File: config.mk
export PLATFORM = sky130hd
export DESIGN_NAME = stream_find_replace
export DESIGN_NICKNAME = d
export VERILOG_FILES = /design/src/hw/rtl/sfr_pkg.sv /design/src/hw/rtl/sfr_front.sv /design/src/hw/rtl/sfr_queue.sv /design/src/hw/rtl/sfr_back.sv /design/src/hw/rtl/stream_find_replace.sv
export SDC_FILE = /design/constraint.sdc
export NUM_CORES = 1
export LEC_CHECK = 0
export BUFFER_PORTS_ARGS = -buffer_cell sky130_fd_sc_hd__buf_2
export CAP_MARGIN = 20
export CORE_MARGIN = 2
export CORE_UTILIZATION = 55
export DETAILED_ROUTE_END_ITERATION = 6
export PLACE_DENSITY = 0.77
export SYNTH_ARGS = -nofsm -noshare
export SYNTH_HDL_FRONTEND = slang
export SYNTH_SLANG_ARGS = --single-unit
File: constraint.sdc
create_clock -name clk -period 7 [get_ports clk]
set_input_delay 0 -clock clk [delete_from_list [all_inputs] [get_ports clk]]
set_output_delay 0 -clock clk [all_outputs]
set_load 0.005 [all_outputs]
File: src/hw/rtl/sfr_pkg.sv
// Shared types and constants of the stream find-and-replace block.
package sfr_pkg;

  // Widest pattern or replacement that the register map can carry.
  localparam int MAX_BYTES       = 8;
  localparam int COUNT_W         = 4;
  localparam int PAT_MAX_DEF     = 8;
  localparam int REP_MAX_DEF     = 8;
  localparam int QUEUE_DEPTH_DEF = 4;
  localparam int CFG_INDEX_W     = 2;

  typedef enum logic [CFG_INDEX_W-1:0] {
    REG_PATTERN_LEN   = 2'd0,
    REG_PATTERN_BYTES = 2'd1,
    REG_REPLACE_LEN   = 2'd2,
    REG_REPLACE_BYTES = 2'd3
  } cfg_reg_t;

  typedef struct packed {
    logic [COUNT_W-1:0]     pattern_len;
    logic [8*MAX_BYTES-1:0] pattern_bytes;
    logic [COUNT_W-1:0]     replace_len;
    logic [8*MAX_BYTES-1:0] replace_bytes;
  } cfg_t;

  // One emit command: the first count bytes of data, then end of stream if last.
  typedef struct packed {
    logic [8*MAX_BYTES-1:0] data;
    logic [COUNT_W-1:0]     count;
    logic                   last;
  } cmd_t;

endpackage

File: src/hw/rtl/sfr_front.sv
// Front end: holds possible match bytes, classifies each input byte into an emit command.
module sfr_front #(
  parameter int PAT_MAX = sfr_pkg::PAT_MAX_DEF,
  parameter int REP_MAX = sfr_pkg::REP_MAX_DEF
) (
  input  logic          clk,
  input  logic          rst,
  input  logic          accept,
  input  logic [7:0]    in_byte,
  input  logic          in_last,
  input  sfr_pkg::cfg_t cfg,
  output logic          cmd_push,
  output sfr_pkg::cmd_t cmd
);

  localparam int CW = $clog2(PAT_MAX + 1);

  logic [7:0]    held [PAT_MAX];
  logic [CW-1:0] held_count;

  logic [7:0]    win [PAT_MAX];
  logic [7:0]    held_next [PAT_MAX];
  logic [CW-1:0] held_count_next;
  logic [CW-1:0] wlen;
  logic [CW-1:0] plen;
  logic [sfr_pkg::COUNT_W-1:0] rlen;
  logic          full_eq;
  logic          match;
  logic [PAT_MAX:0] ok;
  logic [CW-1:0] shift;

  always_comb begin
    if (cfg.pattern_len == '0) begin
      plen = CW'(1);
    end else if (cfg.pattern_len > sfr_pkg::COUNT_W'(PAT_MAX)) begin
      plen = CW'(PAT_MAX);
    end else begin
      plen = CW'(cfg.pattern_len);
    end
    if (cfg.replace_len > sfr_pkg::COUNT_W'(REP_MAX)) begin
      rlen = sfr_pkg::COUNT_W'(REP_MAX);
    end else begin
      rlen = cfg.replace_len;
    end
  end

  // The window is the held bytes with the new byte appended.
  always_comb begin
    wlen = held_count + CW'(1);
    for (int i = 0; i < PAT_MAX; i++) begin
      win[i] = (CW'(i) < held_count) ? held[i] : in_byte;
    end
  end

  // ok[s] is set when dropping s bytes from the front leaves a proper pattern prefix.
  always_comb begin
    full_eq = 1'b1;
    for (int i = 0; i < PAT_MAX; i++) begin
      if (CW'(i) < wlen && win[i] != cfg.pattern_bytes[8*i +: 8]) begin
        full_eq = 1'b0;
      end
    end
    match = (wlen == plen) && full_eq;

    for (int s = 0; s <= PAT_MAX; s++) begin
      ok[s] = (CW'(s) <= wlen) && ((wlen - CW'(s)) < plen);
      for (int i = s; i < PAT_MAX; i++) begin
        if (CW'(i) < wlen && win[i] != cfg.pattern_bytes[8*(i-s) +: 8]) begin
          ok[s] = 1'b0;
        end
      end
    end

    shift = wlen;
    for (int s = PAT_MAX; s >= 0; s--) begin
      if (ok[s]) begin
        shift = CW'(s);
      end
    end
  end

  always_comb begin
    for (int j = 0; j < PAT_MAX; j++) begin
      held_next[j] = win[j];
      for (int s = 1; s < PAT_MAX - j; s++) begin
        if (shift == CW'(s)) begin
          held_next[j] = win[j + s];
        end
      end
    end
    held_count_next = (match || in_last) ? '0 : (wlen - shift);

    cmd.last = in_last;
    cmd.data = '0;
    if (match) begin
      cmd.data  = cfg.replace_bytes;
      cmd.count = rlen;
    end else begin
      for (int i = 0; i < PAT_MAX; i++) begin
        cmd.data[8*i +: 8] = win[i];
      end
      cmd.count = in_last ? sfr_pkg::COUNT_W'(wlen) : sfr_pkg::COUNT_W'(shift);
    end
    cmd_push = accept && (cmd.count != '0 || in_last);
  end

  always_ff @(posedge clk) begin
    if (rst) begin
      held_count <= '0;
    end else if (accept) begin
      held_count <= held_count_next;
    end
  end

  always_ff @(posedge clk) begin
    if (accept) begin
      held <= held_next;
    end
  end

endmodule

File: src/hw/rtl/sfr_queue.sv
// Command queue between the front end and the output sequencer.
module sfr_queue #(
  parameter int DEPTH = sfr_pkg::QUEUE_DEPTH_DEF
) (
  input  logic          clk,
  input  logic          rst,
  input  logic          push,
  input  sfr_pkg::cmd_t push_cmd,
  input  logic          pop,
  output sfr_pkg::cmd_t head,
  output logic          full,
  output logic          empty
);

  localparam int PW = $clog2(DEPTH);
  localparam int NW = $clog2(DEPTH + 1);

  sfr_pkg::cmd_t mem [DEPTH];
  logic [PW-1:0] wr_ptr;
  logic [PW-1:0] rd_ptr;
  logic [NW-1:0] fill;

  assign head  = mem[rd_ptr];
  assign full  = (fill == NW'(DEPTH));
  assign empty = (fill == '0);

  always_ff @(posedge clk) begin
    if (rst) begin
      wr_ptr <= '0;
      rd_ptr <= '0;
      fill   <= '0;
    end else begin
      if (push) begin
        wr_ptr <= (wr_ptr == PW'(DEPTH - 1)) ? '0 : wr_ptr + PW'(1);
      end
      if (pop) begin
        rd_ptr <= (rd_ptr == PW'(DEPTH - 1)) ? '0 : rd_ptr + PW'(1);
      end
      if (push && !pop) begin
        fill <= fill + NW'(1);
      end else if (pop && !push) begin
        fill <= fill - NW'(1);
      end
    end
  end

  always_ff @(posedge clk) begin
    if (push) begin
      mem[wr_ptr] <= push_cmd;
    end
  end

endmodule

File: src/hw/rtl/sfr_back.sv
// Back end: walks each queued command out one byte per cycle, while out_stall is low, into the output register.
module sfr_back (
  input  logic          clk,
  input  logic          rst,
  input  sfr_pkg::cmd_t head,
  input  logic          q_empty,
  output logic          pop,
  input  logic          out_stall,
  output logic          out_valid,
  output logic [7:0]    out_byte,
  output logic          out_empty,
  output logic          out_last
);

  localparam int IW = $clog2(sfr_pkg::MAX_BYTES);

  logic [IW-1:0] idx;
  logic          load;
  logic          final_item;

  always_comb begin
    load       = !out_valid || !out_stall;
    final_item = (head.count == '0) ||
                 ({{(sfr_pkg::COUNT_W-IW){1'b0}}, idx} == head.count - sfr_pkg::COUNT_W'(1));
    pop        = load && !q_empty && final_item;
  end

  always_ff @(posedge clk) begin
    if (rst) begin
      out_valid <= 1'b0;
      idx       <= '0;
    end else if (load) begin
      out_valid <= !q_empty;
      if (!q_empty) begin
        idx <= final_item ? '0 : idx + IW'(1);
      end
    end
  end

  // A command with no bytes only ends the stream and yields a single empty request.
  always_ff @(posedge clk) begin
    if (load && !q_empty) begin
      out_byte  <= (head.count == '0) ? 8'd0 : head.data[8*idx +: 8];
      out_empty <= (head.count == '0);
      out_last  <= head.last && final_item;
    end
  end

endmodule

File: src/hw/rtl/stream_find_replace.sv
// Stream find-and-replace: top level with configuration registers and checks.
//
// The block accepts one text byte per cycle while in_stall is low and replaces
// every leftmost, non-overlapping occurrence of the pattern (1 to PAT_MAX
// bytes) with the replacement (0 to REP_MAX bytes); bytes that may still start
// a match are held back until they are resolved. The front end classifies each
// byte in the cycle it is accepted and queues one command holding the bytes it
// releases, if any; the back end sends these out one byte per cycle through an
// output register, so a plain byte passes the queue memory and then the output
// register, and while out_stall is low the output port sets the sustained rate
// at one result byte per cycle. A match, a mismatch after held bytes or the
// final byte can release up to eight bytes at once; the QUEUE_DEPTH-entry
// command queue absorbs such bursts, and in_stall rises only while it is full.
// A final byte with nothing to release gives one request with out_empty set.
// Write configuration only while the block is idle; cfg_ready is always high.
module stream_find_replace #(
  parameter int PAT_MAX     = sfr_pkg::PAT_MAX_DEF,
  parameter int REP_MAX     = sfr_pkg::REP_MAX_DEF,
  parameter int QUEUE_DEPTH = sfr_pkg::QUEUE_DEPTH_DEF
) (
  input  logic                              clk,
  input  logic                              rst,
  input  logic                              in_valid,
  output logic                              in_stall,
  input  logic [7:0]                        in_byte,
  input  logic                              in_last,
  output logic                              out_valid,
  input  logic                              out_stall,
  output logic [7:0]                        out_byte,
  output logic                              out_empty,
  output logic                              out_last,
  input  logic                              cfg_valid,
  output logic                              cfg_ready,
  input  logic [sfr_pkg::CFG_INDEX_W-1:0]   cfg_index,
  input  logic [8*sfr_pkg::MAX_BYTES-1:0]   cfg_data
);

  sfr_pkg::cfg_t cfg;
  sfr_pkg::cmd_t push_cmd;
  sfr_pkg::cmd_t head;
  logic          accept;
  logic          cmd_push;
  logic          cmd_pop;
  logic          q_full;
  logic          q_empty;

  assign cfg_ready = 1'b1;
  assign in_stall  = q_full;
  assign accept    = in_valid && !in_stall;

  always_ff @(posedge clk) begin
    if (rst) begin
      cfg.pattern_len   <= sfr_pkg::COUNT_W'(1);
      cfg.pattern_bytes <= '0;
      cfg.replace_len   <= '0;
      cfg.replace_bytes <= '0;
    end else if (cfg_valid && cfg_ready) begin
      case (sfr_pkg::cfg_reg_t'(cfg_index))
        sfr_pkg::REG_PATTERN_LEN:   cfg.pattern_len   <= cfg_data[sfr_pkg::COUNT_W-1:0];
        sfr_pkg::REG_PATTERN_BYTES: cfg.pattern_bytes <= cfg_data;
        sfr_pkg::REG_REPLACE_LEN:   cfg.replace_len   <= cfg_data[sfr_pkg::COUNT_W-1:0];
        sfr_pkg::REG_REPLACE_BYTES: cfg.replace_bytes <= cfg_data;
        default: begin
        end
      endcase
    end
  end

  sfr_front #(
    .PAT_MAX (PAT_MAX),
    .REP_MAX (REP_MAX)
  ) u_front (
    .clk      (clk),
    .rst      (rst),
    .accept   (accept),
    .in_byte  (in_byte),
    .in_last  (in_last),
    .cfg      (cfg),
    .cmd_push (cmd_push),
    .cmd      (push_cmd)
  );

  sfr_queue #(
    .DEPTH (QUEUE_DEPTH)
  ) u_queue (
    .clk      (clk),
    .rst      (rst),
    .push     (cmd_push),
    .push_cmd (push_cmd),
    .pop      (cmd_pop),
    .head     (head),
    .full     (q_full),
    .empty    (q_empty)
  );

  sfr_back u_back (
    .clk       (clk),
    .rst       (rst),
    .head      (head),
    .q_empty   (q_empty),
    .pop       (cmd_pop),
    .out_stall (out_stall),
    .out_valid (out_valid),
    .out_byte  (out_byte),
    .out_empty (out_empty),
    .out_last  (out_last)
  );

  // The front end must never push into a full queue.
  assert property (@(posedge clk) disable iff (rst) cmd_push |-> !q_full)
    else $error("command pushed into a full queue");

  // A request that carries no byte always ends the stream and has a zero byte.
  assert property (@(posedge clk) disable iff (rst)
    (out_valid && out_empty) |-> (out_last && out_byte == 8'd0))
    else $error("empty request without end of stream");

  // Every accepted final byte produces a command, so the queue cannot be empty next cycle.
  assert property (@(posedge clk) disable iff (rst)
    (accept && in_last) |=> !q_empty)
    else $error("final byte produced no command");

endmodule
Word level (Yosys, flattened, before mapping):

Memory sizes are Yosys's and may differ from the RTL's. A register that Yosys moved wholly into a read port is not among the register bits.
Cells that the tools add are included.

* memory bits (read-only): 0
* memory bits (writable): 276
* bits in registers: 225
* memories kept: 1
* latch bits: 0
* word-level logic and storage cells: 305
* input bits: 80

* add/sub/neg operators: 16
* multiplexer cells: 104
* div/mod/pow operators: 0
* reductions and logical operators: 74
* bitwise logic cells: 1
* shift-type cells: 1
* equal/unequal tests: 51
* $lt $le $gt $ge: 36
* $mul: 0

Memory list
* u_queue.mem: words 4, bits a word 69, rd ports 1, clocked after memory_dff 1, wr ports 1, line sfr_queue.sv:18 `sfr_pkg::cmd_t mem [DEPTH];`

Operators with widths (number)
* 2-to-1 mux 8 bit: 36
* != test 8 bit: 36
* 2-to-1 mux 68 bit: 1
* variable part select 64 x 7 -> 8 bit: 1
* 2-to-1 mux 4 bit: 14
* logical AND 1 bit: 53
* 2-to-1 mux 1 bit: 46
* less-than comparator 4 bit: 9
* less-than comparator 3 x 4 -> 1 bit, first input constant: 8
* equality test 4 x 3 -> 1 bit, second input constant: 4
* less-or-equal comparator 3 x 4 -> 1 bit, first input constant: 4
* less-than comparator 1 x 4 -> 1 bit, first input constant: 4
* less-than comparator 2 x 4 -> 1 bit, first input constant: 4
* subtractor 4 x 3 -> 4 bit, second input constant: 4
* AND reduction 2 bit: 5
* 2-to-1 mux 3 bit: 3
* equality test 2 bit, second input constant: 4
* equality test 4 x 2 -> 1 bit, second input constant: 2
* > comparator 4 bit, second input constant: 2
* less-or-equal comparator 1 x 4 -> 1 bit, first input constant: 2
* less-or-equal comparator 2 x 4 -> 1 bit, first input constant: 2
* zero test 4 bit: 2
* 2-to-1 mux 2 bit: 4
* subtractor 4 x 1 -> 4 bit, second input constant: 2
* 20 further kinds: 31

Depth between registers and ports, before layout:

Gate-level depths: netlist (run 1).

* word-level depth: 23
* mapped depth: 24
* gate-level depth less buffers: 22

Modules after synthesis:

A second synthesis (run 1) with hierarchy kept.

* cells, all modules: 2679
* area total of the unflattened synthesis: 29504.5 sq um

Modules (own cells, without submodules)
* sfr_front: instances 1, area each 12386.9 sq um, cells each 1668, seq. area each 2001.9 sq um
* sfr_queue: instances 1, area each 10407.5 sq um, cells each 405, seq. area each 8468.1 sq um
* stream_find_replace: instances 1, area each 5587.9 sq um, cells each 520, seq. area each 2722.6 sq um
* sfr_back: instances 1, area each 1122.3 sq um, cells each 86, seq. area each 380.4 sq um

Worst setup path after synthesis (run 1):

OpenSTA, ideal clock, no wires.

* path type: register to register
* start point: register u_front.held_count[0]
* end point: memory u_queue.mem[0][0] (netlist name), enable pin
* path buffers: 3
* library setup time: 0.435 ns
* slack: 1.092 ns
* stages on the path, launching flop included: 19
* clock period less this slack: 5.908 ns
* required time: 6.565 ns
* arrival: 5.474 ns
* path through: dfxtp_1 clkbuf_1 inv_1 ha_1 clkbuf_1 nor2_1 xnor2_1 nand2_1 o21ai_0 ha_1 a21oi_1 o211ai_1 or4_1 a21boi_4 nor2_1 buf_6 a21boi_2 a31oi_2 and2_1

* cells in the longest elaborated chain, start to end: 20

Ends and longest elaborated chain
* from (decl): line sfr_front.sv:19 `logic [CW-1:0] held_count;`
* from (signal assigned): line sfr_front.sv:111 `held_count <= held_count_next;`
* adder 4 x 1 -> 4 bit, or another cell as far along: line sfr_front.sv:49 `wlen = held_count + CW'(1);`
* subtractor 4 bit, or another cell as far along: line sfr_front.sv:66 `ok[s] = (CW'(s) <= wlen) && ((wlen - CW'(s)) < plen);`
* less-than comparator 4 bit, or another cell as far along: line sfr_front.sv:66
* logical AND 1 bit, on equally long branches: line sfr_front.sv:66, sfr_front.sv:68, sfr_front.sv:59
* 2-to-1 mux 4 bit or 2-to-1 mux 1 bit (tied branches) (8 in a row): line sfr_front.sv:76, sfr_front.sv:68
* 2-to-1 mux 4 bit: line sfr_front.sv:76 `if (ok[s]) begin`
* 2-to-1 mux 4 bit: line sfr_front.sv:102 `cmd.count = in_last ? sfr_pkg::COUNT_W'(wlen) : sfr_pkg::COUNT_W'(shift);`
* 2-to-1 mux 68 bit (*): line sfr_front.sv:95 `if (match) begin`
* nonzero test 4 bit (*): line sfr_front.sv:104 `cmd_push = accept && (cmd.count != '0 || in_last);`
* logical OR 1 bit (*): line sfr_front.sv:104
* logical AND 1 bit (*): line sfr_front.sv:104
* via cmd_push: line stream_find_replace.sv:42 `logic cmd_push;`
* 2-to-1 mux 1 bit (*): line sfr_queue.sv:48 `if (push) begin`
* 2-to-1 mux 1 bit (not written as such) (*): line sfr_queue.sv:49 `mem[wr_ptr] <= push_cmd;`
* to (decl): line sfr_queue.sv:18

Mark *: on every way through the listed nets, which the timed path passes. The rest lies on a longest branch.

Final worst setup path (run 1):

* start point: register u_front.held_count[1]
* end point: register u_queue.fill[2]

* cells in the longest elaborated chain, start to end: 21

Ends and longest elaborated chain
* adder 4 x 1 -> 4 bit, or another cell as far along: line sfr_front.sv:49
* subtractor 4 bit, or another cell as far along: line sfr_front.sv:66
* less-than comparator 4 bit, or another cell as far along: line sfr_front.sv:66
* logical AND 1 bit, on equally long branches: line sfr_front.sv:66, sfr_front.sv:68, sfr_front.sv:59
* 2-to-1 mux 4 bit or 2-to-1 mux 1 bit (tied branches) (8 in a row): line sfr_front.sv:76, sfr_front.sv:68
* 2-to-1 mux 4 bit: line sfr_front.sv:76
* 2-to-1 mux 4 bit: line sfr_front.sv:102
* 2-to-1 mux 68 bit (*): line sfr_front.sv:95
* nonzero test 4 bit (*): line sfr_front.sv:104
* logical OR 1 bit (*): line sfr_front.sv:104
* logical AND 1 bit (*): line sfr_front.sv:104
* via cmd_push: line stream_find_replace.sv:42
* zero test 1 bit: line sfr_queue.sv:41 `end else if (pop && !push) begin`
* logical AND 1 bit: line sfr_queue.sv:41
* nonzero test 2 bit (no line)
* to (signal assigned): line sfr_queue.sv:40 `fill <= fill + NW'(1);`
* to (signal assigned): line sfr_queue.sv:42 `fill <= fill - NW'(1);`
* to (decl): line sfr_queue.sv:21 `logic [NW-1:0] fill;`

Marks and branches as above.
A chain may end at the register's enable or synchronous reset.

==> results.md, run 1 <==
- Largest incremental delay on the critical path: 730 ps
- Hold Vio Cnt, Final: 0
- Hold-fix buffer count after cts: 80
- Avg Inst Size Synth: 10.4 um^2
- Combined area of all synthesized cells: ~29000 um^2
- Cell Count, Final, Fillers Out: 3594
- Post-CTS setup-driven buffer insertion count: 0
- Total routing usage reported by global routing: 45.7%
- Classification of the worst setup path: flop to flop
- Fraction of synthesis flops using an asynchronous set or reset pin: 0%
- Number of enable flip-flop cells after synthesis: 350
- DR vias: ~25000
- Top-level I/O count: 93
- Pwr Density: 370 nW/um^2
- Classification of the worst-slack hold path: input port to flop
- Share of the synthesized area in the top cell type: 36.5%
- Number of instances in the synthesized netlist: 2772
- Clock Skews: approximately 48 ps
- Area of the die: 54300 um^2
- Count of unresolved DRC violations after routing: 0
- Worst Setup End Kind: flop
- Fin Setup TNS: 0 ps
- Number of iterations in the first detailed-routing pass: 7
- Final nets: 2990
- Top flip-flop cell by instance count after synthesis: edfxtp_1
- Number of distinct library cell variants in the gate-level netlist after synthesis: ~110
- Max Cap Viol: 0
- Via density per instance: 7.00
- Critical Path RT: roughly 7500 ps
- Actual slew at the worst max-slew pin: 1160 ps
- Vias in the first global route: 24165
- Final critical delay including setup and external delays: 6600 ps
- Number of buffers inserted by port buffering: 91
- DRC violation total after the first TritonRoute iteration: 3814
- Maximum net fanout on the critical path: 15
- Number of antenna violations at the first check in global routing: 1
- Number of clock sinks: 503
- Number of buffers added by the clock tree synthesis step: 51
- Count of yosys warnings during synthesis: 0
- Standard cell with the maximum stage delay on the critical path: dfxtp_1
- CTS tree: done
- Setup violation total in the final timing report: 0
- Cells resized by post-CTS repair: 0
- Initial Util: 55.8%
- Post-synth net total: 2891
- Headroom to the max-slew limit: between 20% and 30%
- Layout-stage area growth over the synthesis result: 13.2%
- Leading post-synthesis cells by cell area: edfxtp_1 (36%), dfxtp_1 (11%), mux4_2 (6.6%), a21oi_1 (5.3%), xnor2_1 (5.0%)
- Source-to-sink clock delay at the later pin of the worst-skew pair: 640 ps
- Pin count of the biggest net entering global routing: 134
- Startpoint type of the worst setup path: flop
- Setup repair after global routing missed its margin: no
- CP most frequent cell: ha_1
- Post-synthesis sequential area ratio: 47.1%
- Outcome: completed
- Number of H-tree branching levels: 2
- Fill cell count: 3871
- Most common library cell in the layout ignoring fill and taps: edfxtp_1
- Wire length of the first global-routing pass: 175000 um
- Tcrit/Tclk final: a little over nine tenths
- Final ANT Viol Nets: 0
- Sum of overflow across all layers after global routing: 0
- Maximum operating frequency: between 150 and 200 MHz
- Worst endpoint data arrival time: ~7100 ps
- Chain of cells forming the critical path: ha_1, xor2_2, ha_1, nand2_1, nand2_1, a21oi_1, a2111oi_0, nor4b_2, nor2b_1, nor2b_1, nand4_1, nand3_1, a31oi_2, ha_1, inv_1, fa_1, xor2_1, or3_1, a21oi_1
- Cell Rows: between 80 and 90
- Root buffer selected by CTS: clkbuf_16
- Placed Cells: around 3400
- Cell taking the most area after synthesis: edfxtp_1
- Placeable core region: 51600 um^2
- Die height: 233 um
- Final weighted congestion in routability-driven placement: 1.06
- Detailed Place HPWL: 84700 um
- Clk slew on worst S/H paths: ~60 ps
- Average routed wire per standard cell: 34.5 um
- Ratio of cells with drive above 1 in the final layout: approximately 16%
- Final count of pins violating max slew: 0
- Number of buffers on the longest clock path: 3
- Number of storage elements in the synthesis netlist: 503
- Final wirelength: between 100000 and 150000 um
- Most frequent cells in the layout: edfxtp_1 (350), nand2_1 (347), a21oi_1 (303), nor2_1 (169), xnor2_1 (165)
- P_leak: 0.0118 uW
- Max VDD drop: 249 uV
- Die width: 233 um
- Design Power: between 10000 and 15000 uW
## Yosys cell counts (14+ instances only)
cell         n
o21ai_0     53
mux4_2      84
nor2b_1     28
a221oi_1    21
nand2_1    348
buf_2       41
o211ai_1    18
mux2i_1    101
nor4_1      36
nand3_1     33
nand2b_1    25
xor2_1      98
a21oi_1    303
buf_4       14
o22ai_1     38
nor3_1      33
clkbuf_1   146
a22oi_1     19
edfxtp_1   350
ha_1        37
a31oi_1     15
o2111ai_1   14
o21ai_1     37
nand4_1     25
xnor2_1    165
dfxtp_1    153
inv_1       80
nor2_1     170
buf_1       31
## state kept, by name, summed over array words and instances (netlist names), named ones only
register and count:
u_back.idx 3, u_queue.fill 3, u_back.out_last 1, u_back.out_valid 1, u_queue.rd_ptr 2, u_queue.wr_ptr 2, u_back.out_empty 1, u_front.held 64
u_back.out_byte 8, u_front.held_count 4, cfg 136, u_queue.mem 276
## per-stage QoR
step	hold WS (ps)	setup slack [ps]	instance area [um^2]	utilization [%]
final	163	396	32600	63.2
after global routing	178	150	32600	63.2
after CTS	164	510	32600	63.2
after detailed placement	260	547	30100	58.3
after global placement	254	617	30100	58.3
after floorplan	98.9	1090	28800	-
## final timing paths
check,cells after the start,slack [ps],endpoint,from
worst max-delay path,19,400,u_queue.fill[2],u_front.held_count[1]
worst max register to register,19,400,u_queue.fill[2],u_front.held_count[1]
worst min register to register,2,460,cfg[20],cfg[20]
worst min-delay path,4,160,cfg[128],cfg_data[60]
## layout make-up
| type | count | area (um^2) | area share, % |
|---|---|---|---|
| flip-flops and latches | 503 | 13600 | 41.6 |
| clock buffers | 65 | 1410 | 4.32 |
| clock inverters | 30 | 324 | 0.993 |
| diodes | 1 | 2.50 | 0.00767 |
| well taps | 680 | 851 | 2.61 |
| multi-input cells | 1938 | 13900 | 42.5 |
| inverters | 86 | 324 | 0.993 |
| repair buffers | 291 | 2280 | 7.00 |
## worst max-delay path: cells and delay by family (launching register included)
family / cells / cell delay (ps)
buffers and inverters: 1 / 70
AO/OA/AOI/OAI: 4 / 1280
adder cells (fa/ha/maj): 4 / 1610
AND/OR/NAND/NOR: 8 / 2250
flip-flops: 1 / 730
XOR/XNOR: 2 / 560
## power by group
group	switching (uW)	leakage, uW	internal (uW)
Sequential	606	0.00449	3960
Combinational	2950	0.00646	1740
Clock	1260	0.000837	1560
## routing by layer
metal  part of all wire, %  GRT usage, %  vias to the layer above
met1                    35          58.4                    12195
met3                    13          12.6                      543
met4                   7.6          27.9                        0
met2                    44          69.0                     2158
li1                      -             -                    10270
met5                     0             0                        -
## kinds of logic (layout without fill, tap and decap cells)
group                      count (synthesis)  after routing  share of synthesized area (%)
other                                      1              2                         0.0130
xor gates and xnor gates                 265            265                           8.10
adders and majority gates                 41             41                           1.81
DFF                                      503            503                           47.1
AOI/OAI and AO/OA                        634            634                           13.8
muxes                                    217            217                           11.6
buffers and inverters                    331            472                           5.01
and+or+nand+nor                          780            780                           12.5
Note: power is estimated with default switching activity, not from simulation.
==> run 2: changes to the inputs <==
Settings changed: SYNTH_HIERARCHICAL from default to 1.
==> run 2 against run 1 <==
  * The flow now finishes with violations (design-rule violations)
  * Register-to-register slack gained 200 ps
  * Flip-flop and latch count is the same
  * Via count fell by 3.5%
  * Clock skew down 5.0 ps
  * Routed wire length fell by 7.0%
  * Cell count is 1.2% lower
  * Largest power group is now registers
==> results.md, run 2 <==
- Detailed Place HPWL: roughly 80000 um
- Headroom to the max-slew limit: 23.0%
- Number of buffers inserted by port buffering: 91
- Largest register FFs: between 200 and 300
- Cell types with the highest counts after synthesis: edfxtp_1 (350), nand2b_1 (240), mux2i_1 (216)
- CTS tree: done
- Psw: 2460 uW
- Via density per instance: 6.83
- DR vias: between 20000 and 25000
- Ratio of cells with drive above 1 in the final layout: 16.1%
- Cell taking the most area after synthesis: edfxtp_1
- Total inserted antenna cells: 0
- Pin count of the biggest net entering global routing: 119
- Post-synthesis sequential area ratio: a little under half
- Count of unresolved DRC violations after routing: 10
- Cell Count, Final, Fillers Out: roughly 3600
- Worst endpoint data arrival time: around 6900 ps
- Placed Cells: 3385
- Combined area of all synthesized cells: between 20000 and 30000 um^2
- Actual slew at the worst max-slew pin: approximately 1200 ps
- Number of buffers added by the clock tree synthesis step: 52
- Number of H-tree branching levels: 2
- Fill cell count: 4117
- Tcrit/Tclk final: 91.5%
- Global Route met1 Usage: a little over half
- Cell Rows: 84
- Worst Hold Margin: roughly 190 ps
- Share of the synthesized area in the top cell type: 35.6%
- Root buffer selected by CTS: clkbuf_16
- Number of storage elements in the synthesis netlist: 503
- Post-synthesis adder-cell area fraction: around 2%
- Pwr Density: 251 nW/um^2
- Cell with the most instances after synthesis: edfxtp_1
- Xor/xnor share of the synthesized area: 7.26%
- Fraction of synthesis flops using an asynchronous set or reset pin: 0%
- Die width: roughly 240 um
- Register containing the most flip-flops in the final layout: u_queue/mem
- Met3 Track Usage GR: 9.67%
- Regs by FF count: u_queue/mem x276, cfg x136, u_front/held x64
- P_leak: 0.0119 uW
- Area of the die: ~56000 um^2
- Die height: roughly 240 um
- Average routed wire per standard cell: 32.4 um
- Number of antenna violations at the first check in global routing: 1
- Setup repair after global routing missed its margin: no
- Synth Area in Compound Gates: 11.0%
- Vias in the first global route: around 24000
- Maximum net fanout on the critical path: 12
- Source-to-sink clock delay at the later pin of the worst-skew pair: around 630 ps
- Peak-usage layer in the global routing report: met2
- Top flip-flop cell by instance count after synthesis: edfxtp_1
- Internal Power: ~6000 uW
- Leading post-synthesis cells by cell area: edfxtp_1 (36%), dfxtp_1 (10%), mux2i_1 (7.3%), mux4_2 (6.5%), xnor2_1 (5.8%)
- Number of buffers on the longest clock path: 3
- Number of instances in the synthesized netlist: 2679
- Top-level I/O count: 93
- Placeable core region: between 50000 and 60000 um^2
- Final count of pins violating max slew: 0
- Final weighted congestion in routability-driven placement: 1.08
- Layout-stage area growth over the synthesis result: 13.6%
- GR Layer Usage met2: 60.8%
- Power share of the clock group: 35.2%
- Final wirelength: 115000 um
- Number of iterations in the first detailed-routing pass: 7
- Fin Setup TNS: 0 ps
- Classification of the worst-slack hold path: input port to flop
- Sequential Power Share: 44.6%
- Clock Skews: 43.0 ps
- Maximum operating frequency: approximately 160 MHz
- Cells resized by post-CTS repair: 0
- Classification of the worst setup path: flop to flop
- Worst Setup End Kind: flop
- Hold Vio Cnt, Final: 0
- Total routing usage reported by global routing: 40.8%
- Number of distinct library cell variants in the gate-level netlist after synthesis: 97
- Number of enable flip-flop cells after synthesis: 350
- Main combinational cell family by area after synthesis: multiplexers
- Wire length of the first global-routing pass: 165000 um
- Max Cap Viol: 0
- Simple-gate area share of the yosys netlist: 14.0%
- Switching Fraction: 29.2%
- Startpoint type of the worst setup path: flop
- Count of yosys warnings during synthesis: 6
- Avg Inst Size Synth: 11.0 um^2
- Final nets: 2945
- Gate power share: 20.2%
- Sum of overflow across all layers after global routing: 0
- Critical Path RT: 7520 ps
- DRC violation total after the first TritonRoute iteration: 3820
- Portion of netlist area occupied by mux cells: between 10% and 20%
- Design Power: 8410 uW
- Final critical delay including setup and external delays: about 6400 ps
- Setup violation total in the final timing report: 0
- Most common library cell in the layout ignoring fill and taps: edfxtp_1
- Final ANT Viol Nets: 0
- Initial Util: 55.9%
- Max VDD drop: 199 uV
- Post-synth net total: 2802
- Outcome: complete, but fails checks
- Clk slew on worst S/H paths: 70 ps
- Violated checks: design-rule violations
- Most frequent cells in the layout: edfxtp_1 (350), nand2b_1 (240), mux2i_1 (215), xnor2_1 (196), nor2_1 (175)
- Number of clock sinks: 503
==> run 2: cell count changes after synthesis, sizes merged, moves of 31 or more <==
cell    previous run  this run
xor2              99        43
nand2            348       119
nand2b            25       240
xnor2            166       199
a21oi            306       155
o21ai             91        60
mux2i            115       229
==> run 2: stage by stage <==
stage	utilization (%)	worst slack, ps	area, um^2
finish	63.5	597	33500
global route	63.5	329	33500
CTS	63.5	852	33500
detailed placement	58.7	936	31000
global placement	58.7	1010	31000
floorplan	-	825	29500
==> run 2: final timing paths <==
path	to	depth (start not counted)	slack [ps]	start
max	u_queue/fill[2]	21	600	u_front/held_count[1]
min	u_queue/wr_ptr[1]	6	190	in_valid
min reg2reg	cfg[56]	2	480	cfg[56]
max reg2reg	u_queue/fill[2]	21	600	u_front/held_count[1]
==> run 2: repair_timing <==
action	4_1_cts	5_1_grt
setup buffers	0	0
endpoints found under the hold margin	144	0
hold buffers	71	0
==> run 2: critical path, stage by stage, from the launching register on <==
cell	delay, ps
dfxtp_1	570
ha_1	380
nand2b_1	410
buf_4	220
a21oi_1	100
nor2_1	770
o22ai_1	190
o41ai_1	560
o221ai_1	260
buf_4	220
a2111oi_4	470
nand2b_1	200
o31ai_1	80
a32oi_1	220
a31oi_1	120
o41a_1	370
ha_1	250
inv_1	70
fa_1	180
xor2_1	80
or3_1	330
a21oi_1	230
==> run 2: layer usage <==
layer  vias to the layer above  wire length (um)
met5                         -                 0
met4                         0              8660
met3                       471             13400
met2                      1826             49400
met1                     11843             43800
li1                      10134                 -
==> run 2: kinds of logic after synthesis <==
logic type | Yosys count
AND/OR/NAND/NOR | 779
flip-flops | 503
AO/OA/AOI/OAI | 480
multiplexers | 320
buffers and inverters | 308
XOR/XNOR | 242
adder cells (fa/ha/maj) | 46
other | 1
==> run 2: layout make-up <==
| cell class | instances | area [um^2] | area share, % |
|---|---|---|---|
| Tap cell | 688 | 861 | 2.57 |
| Clock buffer | 69 | 1470 | 4.39 |
| Sequential cell | 503 | 13600 | 40.5 |
| Multi-Input combinational cell | 1868 | 14600 | 43.5 |
| Timing Repair Buffer | 301 | 2310 | 6.90 |
| Clock inverter | 27 | 355 | 1.06 |
| Inverter | 96 | 360 | 1.08 |
==> run 2: power groups by stage <==
stage / combinational (uW) / clock, uW / sequential (uW)
floorplan: 1120 / 0 / 3680
finish: 1700 / 2960 / 3760
detailed placement: 1590 / 0 / 3800
CTS: 1660 / 2970 / 3750
global route: 1770 / 3080 / 3770
global placement: 1550 / 0 / 3780
